$ cat config.mk
export PLATFORM = sky130hd
export DESIGN_NAME = lzsd_cfg
export DESIGN_NICKNAME = d
export VERILOG_FILES = /design/src/hdl/lzsd_pkg.sv /design/src/hdl/lzsd_ifs_placeholder.sv
export SDC_FILE = /design/constraint.sdc
export NUM_CORES = 1
export LEC_CHECK = 0
export BUFFER_PORTS_ARGS = -buffer_cell sky130_fd_sc_hd__buf_2
export CORE_MARGIN = 3
export CORE_UTILIZATION = 44
export CTS_CLUSTER_DIAMETER = 80
export DETAILED_ROUTE_END_ITERATION = 16
export HOLD_SLACK_MARGIN = 0.06
export PLACE_DENSITY = 0.83
export RECOVER_POWER = 25
export REMOVE_ABC_BUFFERS = 1
export SETUP_SLACK_MARGIN = 0.05
export SYNTH_ARGS = -nofsm -noshare
export SYNTH_HDL_FRONTEND = slang
export SYNTH_SLANG_ARGS = --single-unit
$ cat constraint.sdc
create_clock -name clk -period 2.3 [get_ports clk]
set_clock_uncertainty 0.15 [all_clocks]
set_input_delay 0.69 -clock clk [delete_from_list [all_inputs] [get_ports clk]]
set_output_delay 0.69 -clock clk [all_outputs]
set_load 0.005 [all_outputs]
$ cat src/hdl/lzsd_pkg.sv
// shared types and constants of the lzss stream decoder
`timescale 1ns / 1ps
`default_nettype none

package lzsd_pkg;

  localparam int CFG_W     = 24;
  localparam int BYTE_W    = 8;
  localparam int LIT_BITS  = 8;
  localparam int MIN_MATCH = 3;

  typedef enum logic [1:0] {
    ST_OK       = 2'd0,
    ST_OVERFLOW = 2'd1,
    ST_SIZE     = 2'd2
  } status_t;

  typedef enum logic [2:0] {
    S_IDLE,
    S_BIT,
    S_RD,
    S_WR,
    S_FLUSH
  } state_t;

  typedef struct packed {
    logic [BYTE_W-1:0] out_byte;
    logic              byte_valid;
    logic              stream_end;
    status_t           status;
    logic              run_last;
  } res_t;

endpackage

`default_nettype wire

$ cat src/hdl/lzsd_ifs_placeholder.sv
// configuration register holding the expected decoded stream size
`timescale 1ns / 1ps
`default_nettype none

module lzsd_cfg (
  input  wire logic                       clk,
  input  wire logic                       rst,
  input  wire logic                       wr_en,
  input  wire logic [lzsd_pkg::CFG_W-1:0] wr_data,
  output logic      [lzsd_pkg::CFG_W-1:0] expected_size
);

  always_ff @(posedge clk) begin
    if (rst) begin
      expected_size <= '0;
    end else if (wr_en) begin
      expected_size <= wr_data;
    end
  end

endmodule

`default_nettype wire

==> summary.md <==
| Metric | Value |
|---|---|
| Final core utilization | 62.9% |
| Initial antenna violation count | 0 |
| Synthesized area | 870 um^2 |
| Layout cell share with drive strength beyond 1 | 42.1% |
| Final Setup Violations | 0 |
| Most common cell after layout, fill and taps aside | buf_2 |
| Filler cells | 164 |
| Net Switching | 0.166 mW |
| Detailed Route WL | 1.71 mm |
| Critical path type | in2reg |
| Die Wd | 50.5 um |
| Die area | 2550 um^2 |
| Max reg flops | 24 |
| Clock buffer depth | 2 |
| Crit path largest cell delay | 660 ps |
| Final Hold Viols | 0 |
| Dpl ws | 522 ps |
| TritonCTS clock tree | built |
| Fin nets | 155 |
| Wire length per cell | 11.3 um |
| Core area | 1800 um^2 |
| TNS Setup | 0 ps |
| Startpoint types | input port |
| Via density | 4.58 |
| Clock latency on the worst-skew pair | 300 ps |
| Sequential area share after synthesis | 55.3% |
| Port Buf Inserts | 50 |
| Initial Util | 48.3% |
| Net Sw Frac | 22.8% |
| Largest Register | expected_size |
| First-pass GRT wire length | 2.88 mm |
| Worst EP arrival | 1850 ps |
| Worst Path Max Fanout | 13 |
| RSZ-0062 raised after global routing | false |
| Final period util | 78.7% |
| GRT Residual Overflow | 0 |
| Slew Viols, Final | 0 |
| Clock Root Buffer | clkbuf_4 |
| Cell Int Power | 0.560 mW |
| Flops & latches, synth | 24 |
| Area growth, synth to finish | 30.4% |
| Post-synthesis cell count | 77 |
| Slew margin rel. | 39.6% |
| Post-DRT Antenna Nets | 0 |
| Distinct cell type count after synthesis | 6 |
| Gates resized, CTS repair | 0 |
| Power Dens Cells | 640 nW/um^2 |
| Site Rows | 15 |
| Io pins | 51 |
| Via count | 691 |
| Worst-path cell chain | clkbuf_1, buf_12, mux2i_1, nor2_1 |
| Post-DP HPWL | 1.35 mm |
| Worst path slowest cell | clkbuf_1 |
| Reg clk slew, reported paths | 120 ps |
| Fin crit period | 1810 ps |
| Yosys warns | 0 |
| Peak VDD IR | 0.359 mV |
| DRT Pass-1 Iters | 4 |
| Gr usage total | 14.9% |
| Vias in the first global route | 674 |
| WP data required | 2340 ps |
| Outcome | finished, final reports clean |
| Commonest cells after routing, fill and taps aside | 49 x buf_2, 24 x mux2i_1, 24 x nor2_1, 24 x dfxtp_1, 3 x clkbuf_4 |
| Leak Pwr | 0.627 nW |
| Final worst slack | 489 ps |
| MaxCap Viol Count | 0 |
| Hold_buf cts | 0 |
| Clock Sinks | 24 |
| # DRC | 0 |
| Largest net degree at the start of global routing | 25 |
| WHS | 350 ps |
| Number of DRC markers in iteration 0 | 3 |
| CTS H-tree depth | 1 |
| Peak Freq | 0.552 GHz |
| Antenna diodes | 0 |
| Hold WC Path Type | reg2reg |
| Routability cong. | 0.654 |
| Tightest Pin Transition | 906 ps |
| Biggest regs | expected_size (24) |
| Gate power share | 14.6% |
| Syn Area/Cell | 11.3 um^2 |
| Critical Path End Type | flip-flop |
| Die Span Y | 50.5 um |
| Seq pwr share | 62.2% |
| Total CTS buffers | 3 |
| Total power | 0.725 mW |
| Clock share of power | 23.2% |
| Post-CTS Setup Bufs | 0 |
[cell usage after synthesis]
library cell | count | share of area (%)
buf_12 | 2 | 4.6
buf_6 | 1 | 1.3
clkbuf_1 | 2 | 0.86
dfxtp_1 | 24 | 55
mux2i_1 | 24 | 28
nor2_1 | 24 | 10
[power groups by stage]
stage               Clock [mW]  Sequential, mW  Combinational, mW
global placement             0           0.460              0.104
finish                   0.168           0.451              0.106
detailed placement           0           0.461              0.108
global route             0.195           0.455              0.118
floorplan                    0           0.464             0.0353
CTS                      0.174           0.452              0.108
[cell type report]
type                    instances  area (um^2)  area share, %
clock buffers                   3         22.5           1.99
flip-flops and latches         24          480           42.4
multi-input cells              48          330           29.1
well taps                      25         31.3           2.76
repair buffers                 51          269           23.7
[metal layers]
layer	share of wire, %	up-vias	routed length (um)	track usage [%]
met5	0	-	0	0
met1	42	303	722	17.4
met4	1.8	0	30	8.07
met2	48	33	816	24.3
met3	8.3	4	143	4.15
li1	-	351	-	-
[logic make-up after synthesis]
family	share of synthesized area (%)
buffers and inverters	6.76
DFF	55.3
muxes	27.6
and+or+nand+nor	10.4
[final timing paths]
kind | startpoint | to | slack (ps) | depth (start not counted)
max | wr_en | expected_size[5] | 490 | 4
min | expected_size[12] | expected_size[12] | 350 | 2
max reg2reg | expected_size[10] | expected_size[10] | 1500 | 2
min reg2reg | expected_size[12] | expected_size[12] | 350 | 2
[worst max-delay path, delay by kind of cell]
family | cells | cell delay [ps]
buf+inv | 2 | 900
mux | 1 | 200
simple gates | 1 | 50
[per-stage QoR]
step,cell area [um^2],cells
detailed placement,1110,148
CTS,1130,151
global placement,1110,148
finish,1130,151
floorplan,811,72
global route,1130,151
Note: power is estimated with default switching activity, not from simulation.
