## src/hdl/lzsd_pkg.sv

```systemverilog
// shared types and constants of the lzss stream decoder
`timescale 1ns / 1ps
`default_nettype none

package lzsd_pkg;

  localparam int CFG_W     = 24;
  localparam int BYTE_W    = 8;
  localparam int LIT_BITS  = 8;
  localparam int MIN_MATCH = 3;

  typedef enum logic [1:0] {
    ST_OK       = 2'd0,
    ST_OVERFLOW = 2'd1,
    ST_SIZE     = 2'd2
  } status_t;

  typedef enum logic [2:0] {
    S_IDLE,
    S_BIT,
    S_RD,
    S_WR,
    S_FLUSH
  } state_t;

  typedef struct packed {
    logic [BYTE_W-1:0] out_byte;
    logic              byte_valid;
    logic              stream_end;
    status_t           status;
    logic              run_last;
  } res_t;

endpackage

`default_nettype wire

```

## src/hdl/lzsd_ifs.sv

```systemverilog
// valid/ready channel interfaces for compressed input and decoded output
`timescale 1ns / 1ps
`default_nettype none

interface lzsd_in_if;
  logic                        valid;
  logic                        ready;
  logic [lzsd_pkg::BYTE_W-1:0] compressed_byte;
  logic                        last_byte;

  modport source (output valid, output compressed_byte, output last_byte, input ready);
  modport sink (input valid, input compressed_byte, input last_byte, output ready);
endinterface

interface lzsd_out_if;
  logic                        valid;
  logic                        ready;
  logic [lzsd_pkg::BYTE_W-1:0] out_byte;
  logic                        byte_valid;
  logic                        stream_end;
  logic [1:0]                  status;
  logic                        run_last;

  modport source (output valid, output out_byte, output byte_valid, output stream_end,
                  output status, output run_last, input ready);
  modport sink (input valid, input out_byte, input byte_valid, input stream_end,
                input status, input run_last, output ready);
endinterface

`default_nettype wire

```

## src/hdl/lzsd_ctrl.sv

```systemverilog
// bit-serial token parser and copy sequencer with result hold and output register
`timescale 1ns / 1ps
`default_nettype none

module lzsd_ctrl #(
  parameter int OFFSET_BITS       = 13,
  parameter int LENGTH_FIELD_BITS = 4,
  parameter int COUNT_BITS        = 24
) (
  input  wire logic                        clk,
  input  wire logic                        rst,
  lzsd_in_if.sink                          compressed,
  lzsd_out_if.source                       decompressed,
  input  wire logic [lzsd_pkg::CFG_W-1:0]  expected_size,
  output logic                             dict_rd_en,
  output logic      [OFFSET_BITS-1:0]      dict_rd_addr,
  output logic                             dict_wr_en,
  output logic      [OFFSET_BITS-1:0]      dict_wr_addr,
  output logic      [lzsd_pkg::BYTE_W-1:0] dict_wr_data,
  input  wire logic [lzsd_pkg::BYTE_W-1:0] dict_rd_data
);

  localparam int TOK_W = OFFSET_BITS + LENGTH_FIELD_BITS;
  localparam int PH_W  = $clog2(TOK_W + 2);
  localparam int LEN_W = LENGTH_FIELD_BITS + 1;
  localparam int CMP_W = (COUNT_BITS > lzsd_pkg::CFG_W) ? COUNT_BITS : lzsd_pkg::CFG_W;
  localparam logic [PH_W-1:0] PH_LIT = PH_W'(lzsd_pkg::LIT_BITS + 1);
  localparam logic [PH_W-1:0] PH_OFF = PH_W'(OFFSET_BITS + 1);
  localparam logic [PH_W-1:0] PH_TOK = PH_W'(TOK_W + 1);

  lzsd_pkg::state_t state, state_next;

  logic [lzsd_pkg::BYTE_W-1:0] sh, sh_next;
  logic [3:0]                  bit_left, bit_left_next;
  logic                        last, last_next;
  logic [TOK_W-1:0]            token_bits, token_bits_next;
  logic [PH_W-1:0]             token_phase, token_phase_next;
  logic                        token_literal, token_literal_next;
  logic [OFFSET_BITS-1:0]      dict_head, dict_head_next;
  logic [COUNT_BITS-1:0]       out_count, out_count_next;
  logic                        discarding, discarding_next;
  logic [OFFSET_BITS-1:0]      copy_addr, copy_addr_next;
  logic [LEN_W-1:0]            copy_left, copy_left_next;
  logic                        hold_v, hold_v_next;
  lzsd_pkg::res_t              hold_res, hold_res_next;
  logic                        out_v, out_v_next;
  lzsd_pkg::res_t              out_res, out_res_next;

  logic                        out_free;
  logic                        can_push;
  logic                        cur_bit;
  logic [TOK_W-1:0]            tb_shift;
  logic [PH_W-1:0]             ph_inc;
  logic                        overflow;
  logic                        put_req;
  logic [lzsd_pkg::BYTE_W-1:0] put_val;
  logic                        end_req;
  lzsd_pkg::status_t           end_status;
  logic                        push;
  lzsd_pkg::res_t              push_res;
  logic                        ended;
  logic                        rearm;
  logic                        out_load;

  assign out_free = !out_v || decompressed.ready;
  assign can_push = !hold_v || out_free;
  assign cur_bit  = (bit_left != '0) ? sh[lzsd_pkg::BYTE_W-1] : 1'b0;
  assign tb_shift = {token_bits[TOK_W-2:0], cur_bit};
  assign ph_inc   = token_phase + PH_W'(1);
  assign overflow = CMP_W'(out_count) >= CMP_W'(expected_size);

  always_comb begin
    state_next         = state;
    sh_next            = sh;
    bit_left_next      = bit_left;
    last_next          = last;
    token_bits_next    = token_bits;
    token_phase_next   = token_phase;
    token_literal_next = token_literal;
    dict_head_next     = dict_head;
    out_count_next     = out_count;
    discarding_next    = discarding;
    copy_addr_next     = copy_addr;
    copy_left_next     = copy_left;
    hold_v_next        = hold_v;
    hold_res_next      = hold_res;
    out_res_next       = out_res;
    dict_rd_en         = 1'b0;
    dict_rd_addr       = copy_addr;
    dict_wr_en         = 1'b0;
    dict_wr_addr       = dict_head;
    dict_wr_data       = '0;
    put_req            = 1'b0;
    put_val            = '0;
    end_req            = 1'b0;
    end_status         = lzsd_pkg::ST_OK;
    push               = 1'b0;
    push_res           = '0;
    ended              = 1'b0;
    rearm              = 1'b0;
    out_load           = 1'b0;

    unique case (state)
      lzsd_pkg::S_IDLE: begin
        if (compressed.valid) begin
          if (discarding) begin
            rearm = compressed.last_byte;
          end else begin
            sh_next       = compressed.compressed_byte;
            bit_left_next = 4'(lzsd_pkg::BYTE_W);
            last_next     = compressed.last_byte;
            state_next    = lzsd_pkg::S_BIT;
          end
        end
      end
      lzsd_pkg::S_BIT: begin
        if (bit_left == '0 && !last) begin
          state_next = lzsd_pkg::S_FLUSH;
        end else if (can_push) begin
          // once the byte is used up on a last item, zero bits keep coming
          if (bit_left != '0) begin
            bit_left_next = bit_left - 4'd1;
          end
          sh_next = sh << 1;
          if (token_phase == '0) begin
            token_literal_next = cur_bit;
            token_bits_next    = '0;
            token_phase_next   = PH_W'(1);
          end else begin
            token_bits_next  = tb_shift;
            token_phase_next = ph_inc;
            if (token_literal && ph_inc == PH_LIT) begin
              token_phase_next = '0;
              put_req          = 1'b1;
              put_val          = tb_shift[lzsd_pkg::BYTE_W-1:0];
            end else if (!token_literal && ph_inc == PH_OFF &&
                         tb_shift[OFFSET_BITS-1:0] == '0) begin
              // zero offset is the end marker
              token_phase_next = '0;
              end_req          = 1'b1;
              end_status       = (CMP_W'(out_count) == CMP_W'(expected_size)) ?
                                 lzsd_pkg::ST_OK : lzsd_pkg::ST_SIZE;
            end else if (!token_literal && ph_inc == PH_TOK) begin
              token_phase_next = '0;
              copy_addr_next   = tb_shift[TOK_W-1:LENGTH_FIELD_BITS];
              copy_left_next   = LEN_W'(tb_shift[LENGTH_FIELD_BITS-1:0]) +
                                 LEN_W'(lzsd_pkg::MIN_MATCH);
              state_next       = lzsd_pkg::S_RD;
            end
          end
        end
      end
      lzsd_pkg::S_RD: begin
        dict_rd_en = 1'b1;
        state_next = lzsd_pkg::S_WR;
      end
      lzsd_pkg::S_WR: begin
        if (can_push) begin
          put_req        = 1'b1;
          put_val        = dict_rd_data;
          copy_addr_next = copy_addr + OFFSET_BITS'(1);
          copy_left_next = copy_left - LEN_W'(1);
          state_next     = (copy_left == LEN_W'(1)) ? lzsd_pkg::S_BIT : lzsd_pkg::S_RD;
        end
      end
      lzsd_pkg::S_FLUSH: begin
        if (!hold_v) begin
          state_next = lzsd_pkg::S_IDLE;
        end else if (out_free) begin
          out_load              = 1'b1;
          out_res_next          = hold_res;
          out_res_next.run_last = 1'b1;
          hold_v_next           = 1'b0;
          state_next            = lzsd_pkg::S_IDLE;
        end
      end
      default: begin
        state_next = lzsd_pkg::S_IDLE;
      end
    endcase

    if (put_req) begin
      push = 1'b1;
      if (overflow) begin
        push_res.stream_end = 1'b1;
        push_res.status     = lzsd_pkg::ST_OVERFLOW;
        ended               = 1'b1;
      end else begin
        push_res.out_byte   = put_val;
        push_res.byte_valid = 1'b1;
        dict_wr_en          = 1'b1;
        dict_wr_data        = put_val;
        dict_head_next      = dict_head + OFFSET_BITS'(1);
        out_count_next      = out_count + COUNT_BITS'(1);
      end
    end

    if (end_req) begin
      push                = 1'b1;
      push_res.stream_end = 1'b1;
      push_res.status     = end_status;
      ended               = 1'b1;
    end

    // the newest result waits in hold until we know whether it closes the item
    if (push) begin
      if (hold_v) begin
        out_load              = 1'b1;
        out_res_next          = hold_res;
        out_res_next.run_last = 1'b0;
      end
      hold_res_next = push_res;
      hold_v_next   = 1'b1;
    end

    if (ended) begin
      state_next = lzsd_pkg::S_FLUSH;
      if (last) begin
        rearm = 1'b1;
      end else begin
        discarding_next = 1'b1;
      end
    end

    if (rearm) begin
      dict_head_next     = OFFSET_BITS'(1);
      token_bits_next    = '0;
      token_phase_next   = '0;
      token_literal_next = 1'b0;
      out_count_next     = '0;
      discarding_next    = 1'b0;
    end

    out_v_next = out_load ? 1'b1 : (decompressed.ready ? 1'b0 : out_v);
  end

  always_ff @(posedge clk) begin
    if (rst) begin
      state         <= lzsd_pkg::S_IDLE;
      token_bits    <= '0;
      token_phase   <= '0;
      token_literal <= 1'b0;
      dict_head     <= OFFSET_BITS'(1);
      out_count     <= '0;
      discarding    <= 1'b0;
      hold_v        <= 1'b0;
      out_v         <= 1'b0;
    end else begin
      state         <= state_next;
      token_bits    <= token_bits_next;
      token_phase   <= token_phase_next;
      token_literal <= token_literal_next;
      dict_head     <= dict_head_next;
      out_count     <= out_count_next;
      discarding    <= discarding_next;
      hold_v        <= hold_v_next;
      out_v         <= out_v_next;
    end
  end

  always_ff @(posedge clk) begin
    sh        <= sh_next;
    bit_left  <= bit_left_next;
    last      <= last_next;
    copy_addr <= copy_addr_next;
    copy_left <= copy_left_next;
    hold_res  <= hold_res_next;
    out_res   <= out_res_next;
  end

  assign compressed.ready        = (state == lzsd_pkg::S_IDLE);
  assign decompressed.valid      = out_v;
  assign decompressed.out_byte   = out_res.out_byte;
  assign decompressed.byte_valid = out_res.byte_valid;
  assign decompressed.stream_end = out_res.stream_end;
  assign decompressed.status     = out_res.status;
  assign decompressed.run_last   = out_res.run_last;

`ifndef SYNTHESIS
  a_end_no_data: assert property (@(posedge clk) disable iff (rst)
    out_v && out_res.stream_end |-> !out_res.byte_valid)
    else $error("stream end result carries a data byte");

  a_wr_within_size: assert property (@(posedge clk) disable iff (rst)
    dict_wr_en |-> CMP_W'(out_count) < CMP_W'(expected_size))
    else $error("dictionary written past expected size");

  a_copy_left: assert property (@(posedge clk) disable iff (rst)
    (state == lzsd_pkg::S_RD || state == lzsd_pkg::S_WR) |-> copy_left != '0)
    else $error("copy running with no bytes left");

  a_end_flushes: assert property (@(posedge clk) disable iff (rst)
    hold_v && hold_res.stream_end |-> state == lzsd_pkg::S_FLUSH)
    else $error("parsing continues after stream end");

  a_wr_after_rd: assert property (@(posedge clk) disable iff (rst)
    state == lzsd_pkg::S_WR |-> $past(state) == lzsd_pkg::S_RD ||
                                $past(state) == lzsd_pkg::S_WR)
    else $error("copy write without a dictionary read");
`endif

endmodule

`default_nettype wire

```

## src/flat_wrapper.sv

```systemverilog
// flat-port wrapper written by rule: the top's interface ports become plain ports
module lzsd_ctrl_flat 
#(
  parameter int OFFSET_BITS       = 13,
  parameter int LENGTH_FIELD_BITS = 4,
  parameter int COUNT_BITS        = 24
)
  (clk, rst, expected_size, dict_rd_en, dict_rd_addr, dict_wr_en, dict_wr_addr, dict_wr_data, dict_rd_data, compressed_valid, compressed_compressed_byte, compressed_last_byte, compressed_ready, decompressed_valid, decompressed_out_byte, decompressed_byte_valid, decompressed_stream_end, decompressed_status, decompressed_run_last, decompressed_ready);
  lzsd_in_if compressed_i ();
  lzsd_out_if decompressed_i ();
  input  wire logic clk;
  input  wire logic rst;
  input  wire logic [lzsd_pkg::CFG_W-1:0] expected_size;
  output logic dict_rd_en;
  output logic      [OFFSET_BITS-1:0] dict_rd_addr;
  output logic dict_wr_en;
  output logic      [OFFSET_BITS-1:0] dict_wr_addr;
  output logic      [lzsd_pkg::BYTE_W-1:0] dict_wr_data;
  input  wire logic [lzsd_pkg::BYTE_W-1:0] dict_rd_data;
  input wire logic [$bits(compressed_i.valid)-1:0] compressed_valid;
  input wire logic [$bits(compressed_i.compressed_byte)-1:0] compressed_compressed_byte;
  input wire logic [$bits(compressed_i.last_byte)-1:0] compressed_last_byte;
  output wire logic [$bits(compressed_i.ready)-1:0] compressed_ready;
  output wire logic [$bits(decompressed_i.valid)-1:0] decompressed_valid;
  output wire logic [$bits(decompressed_i.out_byte)-1:0] decompressed_out_byte;
  output wire logic [$bits(decompressed_i.byte_valid)-1:0] decompressed_byte_valid;
  output wire logic [$bits(decompressed_i.stream_end)-1:0] decompressed_stream_end;
  output wire logic [$bits(decompressed_i.status)-1:0] decompressed_status;
  output wire logic [$bits(decompressed_i.run_last)-1:0] decompressed_run_last;
  input wire logic [$bits(decompressed_i.ready)-1:0] decompressed_ready;
  assign compressed_i.valid = compressed_valid;
  assign compressed_i.compressed_byte = compressed_compressed_byte;
  assign compressed_i.last_byte = compressed_last_byte;
  assign compressed_ready = compressed_i.ready;
  assign decompressed_valid = decompressed_i.valid;
  assign decompressed_out_byte = decompressed_i.out_byte;
  assign decompressed_byte_valid = decompressed_i.byte_valid;
  assign decompressed_stream_end = decompressed_i.stream_end;
  assign decompressed_status = decompressed_i.status;
  assign decompressed_run_last = decompressed_i.run_last;
  assign decompressed_i.ready = decompressed_ready;
  lzsd_ctrl #(.OFFSET_BITS(OFFSET_BITS), .LENGTH_FIELD_BITS(LENGTH_FIELD_BITS), .COUNT_BITS(COUNT_BITS)) u_core (.clk(clk), .rst(rst), .compressed(compressed_i), .decompressed(decompressed_i), .expected_size(expected_size), .dict_rd_en(dict_rd_en), .dict_rd_addr(dict_rd_addr), .dict_wr_en(dict_wr_en), .dict_wr_addr(dict_wr_addr), .dict_wr_data(dict_wr_data), .dict_rd_data(dict_rd_data));
endmodule
```

## config.mk

```make
export PLATFORM = sky130hd
export DESIGN_NAME = lzsd_ctrl_flat
export DESIGN_NICKNAME = d
export VERILOG_FILES = /design/src/hdl/lzsd_pkg.sv /design/src/hdl/lzsd_ifs.sv /design/src/hdl/lzsd_ctrl.sv /design/src/flat_wrapper.sv
export SDC_FILE = /design/constraint.sdc
export NUM_CORES = 1
export LEC_CHECK = 0
export BUFFER_PORTS_ARGS = -buffer_cell sky130_fd_sc_hd__buf_2
export CORE_ASPECT_RATIO = 0.5
export CORE_UTILIZATION = 35
export CTS_CLUSTER_SIZE = 16
export DETAILED_ROUTE_END_ITERATION = 6
export GPL_TIMING_DRIVEN = 0
export HOLD_SLACK_MARGIN = 0.1
export PLACE_DENSITY_LB_ADDON = 0.2
export SYNTH_ARGS = -nofsm -noshare
export SYNTH_HDL_FRONTEND = slang
export SYNTH_SLANG_ARGS = --single-unit
```

## constraint.sdc

```tcl
create_clock -name clk -period 4.3 [get_ports clk]
set_clock_uncertainty 0.2 [all_clocks]
set_input_delay 0.43 -clock clk [delete_from_list [all_inputs] [get_ports clk]]
set_output_delay 0.43 -clock clk [all_outputs]
set_load 0.1 [all_outputs]
```

==> run summary <==
Max Slew Vio Count - 0
maximum ir drop on the vdd rail - 256 uV
global-route wire length before repair - 33800 um
Via-to-Cell Ratio - 5.62
count of cell types in the netlist - 67
H-tree lvl count - 4
worst slew pin tran - 0.940 ns
initial DRC count - 519
final hold violation count - 0
ordered cell list for the critical path - inv_1 -> ha_1 -> nand2b_4 -> a2111oi_4 -> o31ai_2 -> a211o_4 -> buf_2 -> buf_2 -> buf_2 -> nor2_1 -> buf_2
critical path data required time - 3.67 ns
fill count - 2002
class of the worst hold path - input pin to flop
Final period util - 94.2%
reg2reg setup slack - 0.37 ns
pin count of the biggest net entering global routing - 22
filler-free cell count of the finished design - 1184
Crit path arrival time - 3.42 ns
Vert. Die Dim - 105 um
number of global-route vias before repair - 6426
# placed instances - 1142
CTS clk-pin slew, worst paths - 0.06 ns
first element of the critical path - u_core.out_count[0]$_SDFFE_PP0P_
power density cells - 432 mW/mm2
ranking of synthesized cells by instance count - sky130_fd_sc_hd__nand2_1 (83), sky130_fd_sc_hd__dfxtp_1 (65), sky130_fd_sc_hd__edfxtp_1 (56)
final core occ - 43.3%
average cell area after synthesis - 9.64 um2
Bufs on Longest Clock Path - 2
CTS tree - built
CP max FO - 10
biggest area contributors in the synthesized netlist - sky130_fd_sc_hd__edfxtp_1 (23%), sky130_fd_sc_hd__dfxtp_1 (17%), sky130_fd_sc_hd__a221oi_2 (7.5%)
clock latency reported for the late side of the worst-skew pair - 0.42 ns
Total GRT Usage - 19.4%
area of the core - 0.0207 mm2
layout net count - 978
Setup-failing EPs final - 0
synthesized net count - 853
met1 Track Usage GR - 26.5%
area share of the largest cell type after synthesis - 22.6%
vias post-DR - 6649
max-cap violation count - 0
number of optimization iterations in the first detailed-route pass - 6
remaining global-route overflow - 0
startpoint-to-endpoint class of the critical path - flop to output pin
logic depth of the worst setup path including buffers - 11
placed wire-length estimate - 15200 um
setup tns final - 0 ns
aggregate routed wire length - 20800 um
CP dominant cell by count - sky130_fd_sc_hd__buf_2
post-route antenna net violation count - 0
Placer Congestion - 0.888
Critical Path Start Type - flop
worst-case reg-to-reg path depth - 12
end point of the critical path - dict_wr_en
headroom to the max-slew limit - 37.3%
count of unresolved DRC violations after routing - 0
family with the most delay on the worst path - buffers and inverters
diode count - 0
number of top-level pins - 96
Syn Inst Count - 773
maximum clock frequency - 247 MHz
Yosys Warn Count - 0
GR Layer Usage met3 - 3.58%
min cycle time layout - 4.05 ns
Die Footprint - 0.0219 mm2
register area share after synthesis - 40.0%
Num CTS Buffers - 17
fraction of registers with async set/reset - 0%
Most Used Layer, Global Route - met2
area delta synth->final - 20.2%
capturing element type of the critical path - output pin
number of port buffers - 95
number of buffers and inverters on the critical path - 5
Avg WL per Cell - 17.6 um
Num Clock Sinks - 121
library cell occupying the most area in the post-synthesis netlist - sky130_fd_sc_hd__edfxtp_1
status - complete, no violations
worst-case hold slack - 0.177 ns
Global Route met2 Usage - 31.3%
ratio of cells with drive above 1 in the final layout - 25.4%
count leader, synth - sky130_fd_sc_hd__nand2_1
reg-to-reg critical path startpoint - u_core.bit_left[0]$_SDFFCE_PN0P_
delay contributed by the slowest stage of the critical path - 0.42 ns
Die Span X - 208 um
initial core utilization - 36.0%
number of synthesized flops with an enable pin - 56
ys flop type - sky130_fd_sc_hd__dfxtp_1
buffer type at the clock tree root - sky130_fd_sc_hd__clkbuf_16
flop and latch count out of synthesis - 121
number of antenna violations at the first check in global routing - 0
RSZ-0062 raised after global routing - false
leakage power figure - 3.26 nW
crit path max-delay cell type - sky130_fd_sc_hd__buf_2
# rows - 37
Netlist Area Pre-Place - 0.00745 mm2
-- per-stage QoR --
step                instance area, um2  total power, mW  worst slack (ns)
finish                            8960             3.87             0.251
global route                      8960             4.03            0.0747
CTS                               8950             3.89             0.131
floorplan                         7450             2.23             0.209
detailed placement                8280             2.50             0.289
global placement                  8270             2.48            0.0743
-- worst min-delay path, cell delays in order --
cell	delay (ns)
sky130_fd_sc_hd__buf_2	0.08
sky130_fd_sc_hd__a22oi_1	0.09
sky130_fd_sc_hd__nor2_1	0.09
-- how the worst min path moves through the flow --
stage | startpoint | endpoint | slack, ns | cells past startpoint
6_report | dict_rd_data[4] | u_core.hold_res[9]$_SDFFCE_PN0N_ | 0.18 | 3
5_1_grt | dict_rd_data[5] | u_core.hold_res[10]$_SDFFCE_PN0N_ | 0.20 | 3
4_1_cts | dict_rd_data[4] | u_core.hold_res[9]$_SDFFCE_PN0N_ | 0.16 | 3
3_5_place_dp | u_core.token_bits[12]$_SDFFE_PP0P_ | u_core.token_bits[12]$_SDFFE_PP0P_ | 0.29 | 2
3_3_place_gp | u_core.token_bits[13]$_SDFFE_PP0P_ | u_core.token_bits[13]$_SDFFE_PP0P_ | 0.28 | 2
2_1_floorplan | u_core.token_bits[15]$_SDFFE_PP0P_ | u_core.token_bits[15]$_SDFFE_PP0P_ | 0.25 | 2
-- where the power goes --
group	internal, mW	leakage, nW	switching (mW)
clock	0.803	0.269	0.579
combinational	0.279	1.95	0.782
sequential	1.36	1.04	0.0660
total	2.44	3.26	1.43
-- routing by layer --
metal,vias up,part of all wire [%]
met2,200,46
met5,-,0
met3,19,5.1
met4,0,0.93
met1,3218,48
li1,3212,-
-- area by class of cell --
class,count,area [um2],area share (%)
multi-input combinational,550,3990,44.6
sequential,121,2980,33.3
timing repair buffer,106,587,6.55
clock buffer,17,425,4.75
tap,273,342,3.81
buffer,61,334,3.73
inverter,41,154,1.72
clock inverter,15,140,1.56
-- logic make-up after synthesis --
group                      after synthesis  synth area share, %
AOI/OAI and AO/OA                      187                 22.0
adders and majority gates               35                 5.88
DFF                                    121                 40.0
muxes                                    2                0.286
and+or+nand+nor                        307                 23.1
buffers and inverters                  102                 6.52
xor gates and xnor gates                19                 2.23
-- timing repair --
item	CTS	global route
setup buffers	0	0
hold buffers	10	0
endpoints found under the setup margin	0	2
resized for setup	0	2
hold endpoints to repair	11	0
-- placed cells by master, fill, tap and decap left out, types with 5 or more instances in the layout --
cell                            synthesis  layout
sky130_fd_sc_hd__clkbuf_16              0      17
sky130_fd_sc_hd__a221oi_2              37      37
sky130_fd_sc_hd__nand3_1               45      45
sky130_fd_sc_hd__dlygate4sd3_1          0      10
sky130_fd_sc_hd__ha_1                  35      35
sky130_fd_sc_hd__clkbuf_1              30      30
sky130_fd_sc_hd__edfxtp_1              56      56
sky130_fd_sc_hd__o211ai_1               5       5
sky130_fd_sc_hd__a31oi_1                5       5
sky130_fd_sc_hd__xnor2_1                5       5
sky130_fd_sc_hd__dfxtp_1               65      65
sky130_fd_sc_hd__or4_1                 19      19
sky130_fd_sc_hd__o31ai_1               35      35
sky130_fd_sc_hd__inv_6                  0       5
sky130_fd_sc_hd__nor2_1                43      43
sky130_fd_sc_hd__buf_6                 10      11
sky130_fd_sc_hd__nor3_1                10       9
sky130_fd_sc_hd__nand2b_1               5       5
sky130_fd_sc_hd__a21oi_1               25      25
sky130_fd_sc_hd__nand2_1               83      83
sky130_fd_sc_hd__or4_4                 13      13
sky130_fd_sc_hd__buf_2                 19     113
sky130_fd_sc_hd__nand4_1               21      21
sky130_fd_sc_hd__a221oi_1              18      18
sky130_fd_sc_hd__and2_1                20      20
sky130_fd_sc_hd__and3_1                12      12
sky130_fd_sc_hd__inv_1                 41      41
sky130_fd_sc_hd__o21ai_0               27      27
sky130_fd_sc_hd__xor2_1                14      14
sky130_fd_sc_hd__a22oi_1                8       8
(Power assumes the default switching activity.)
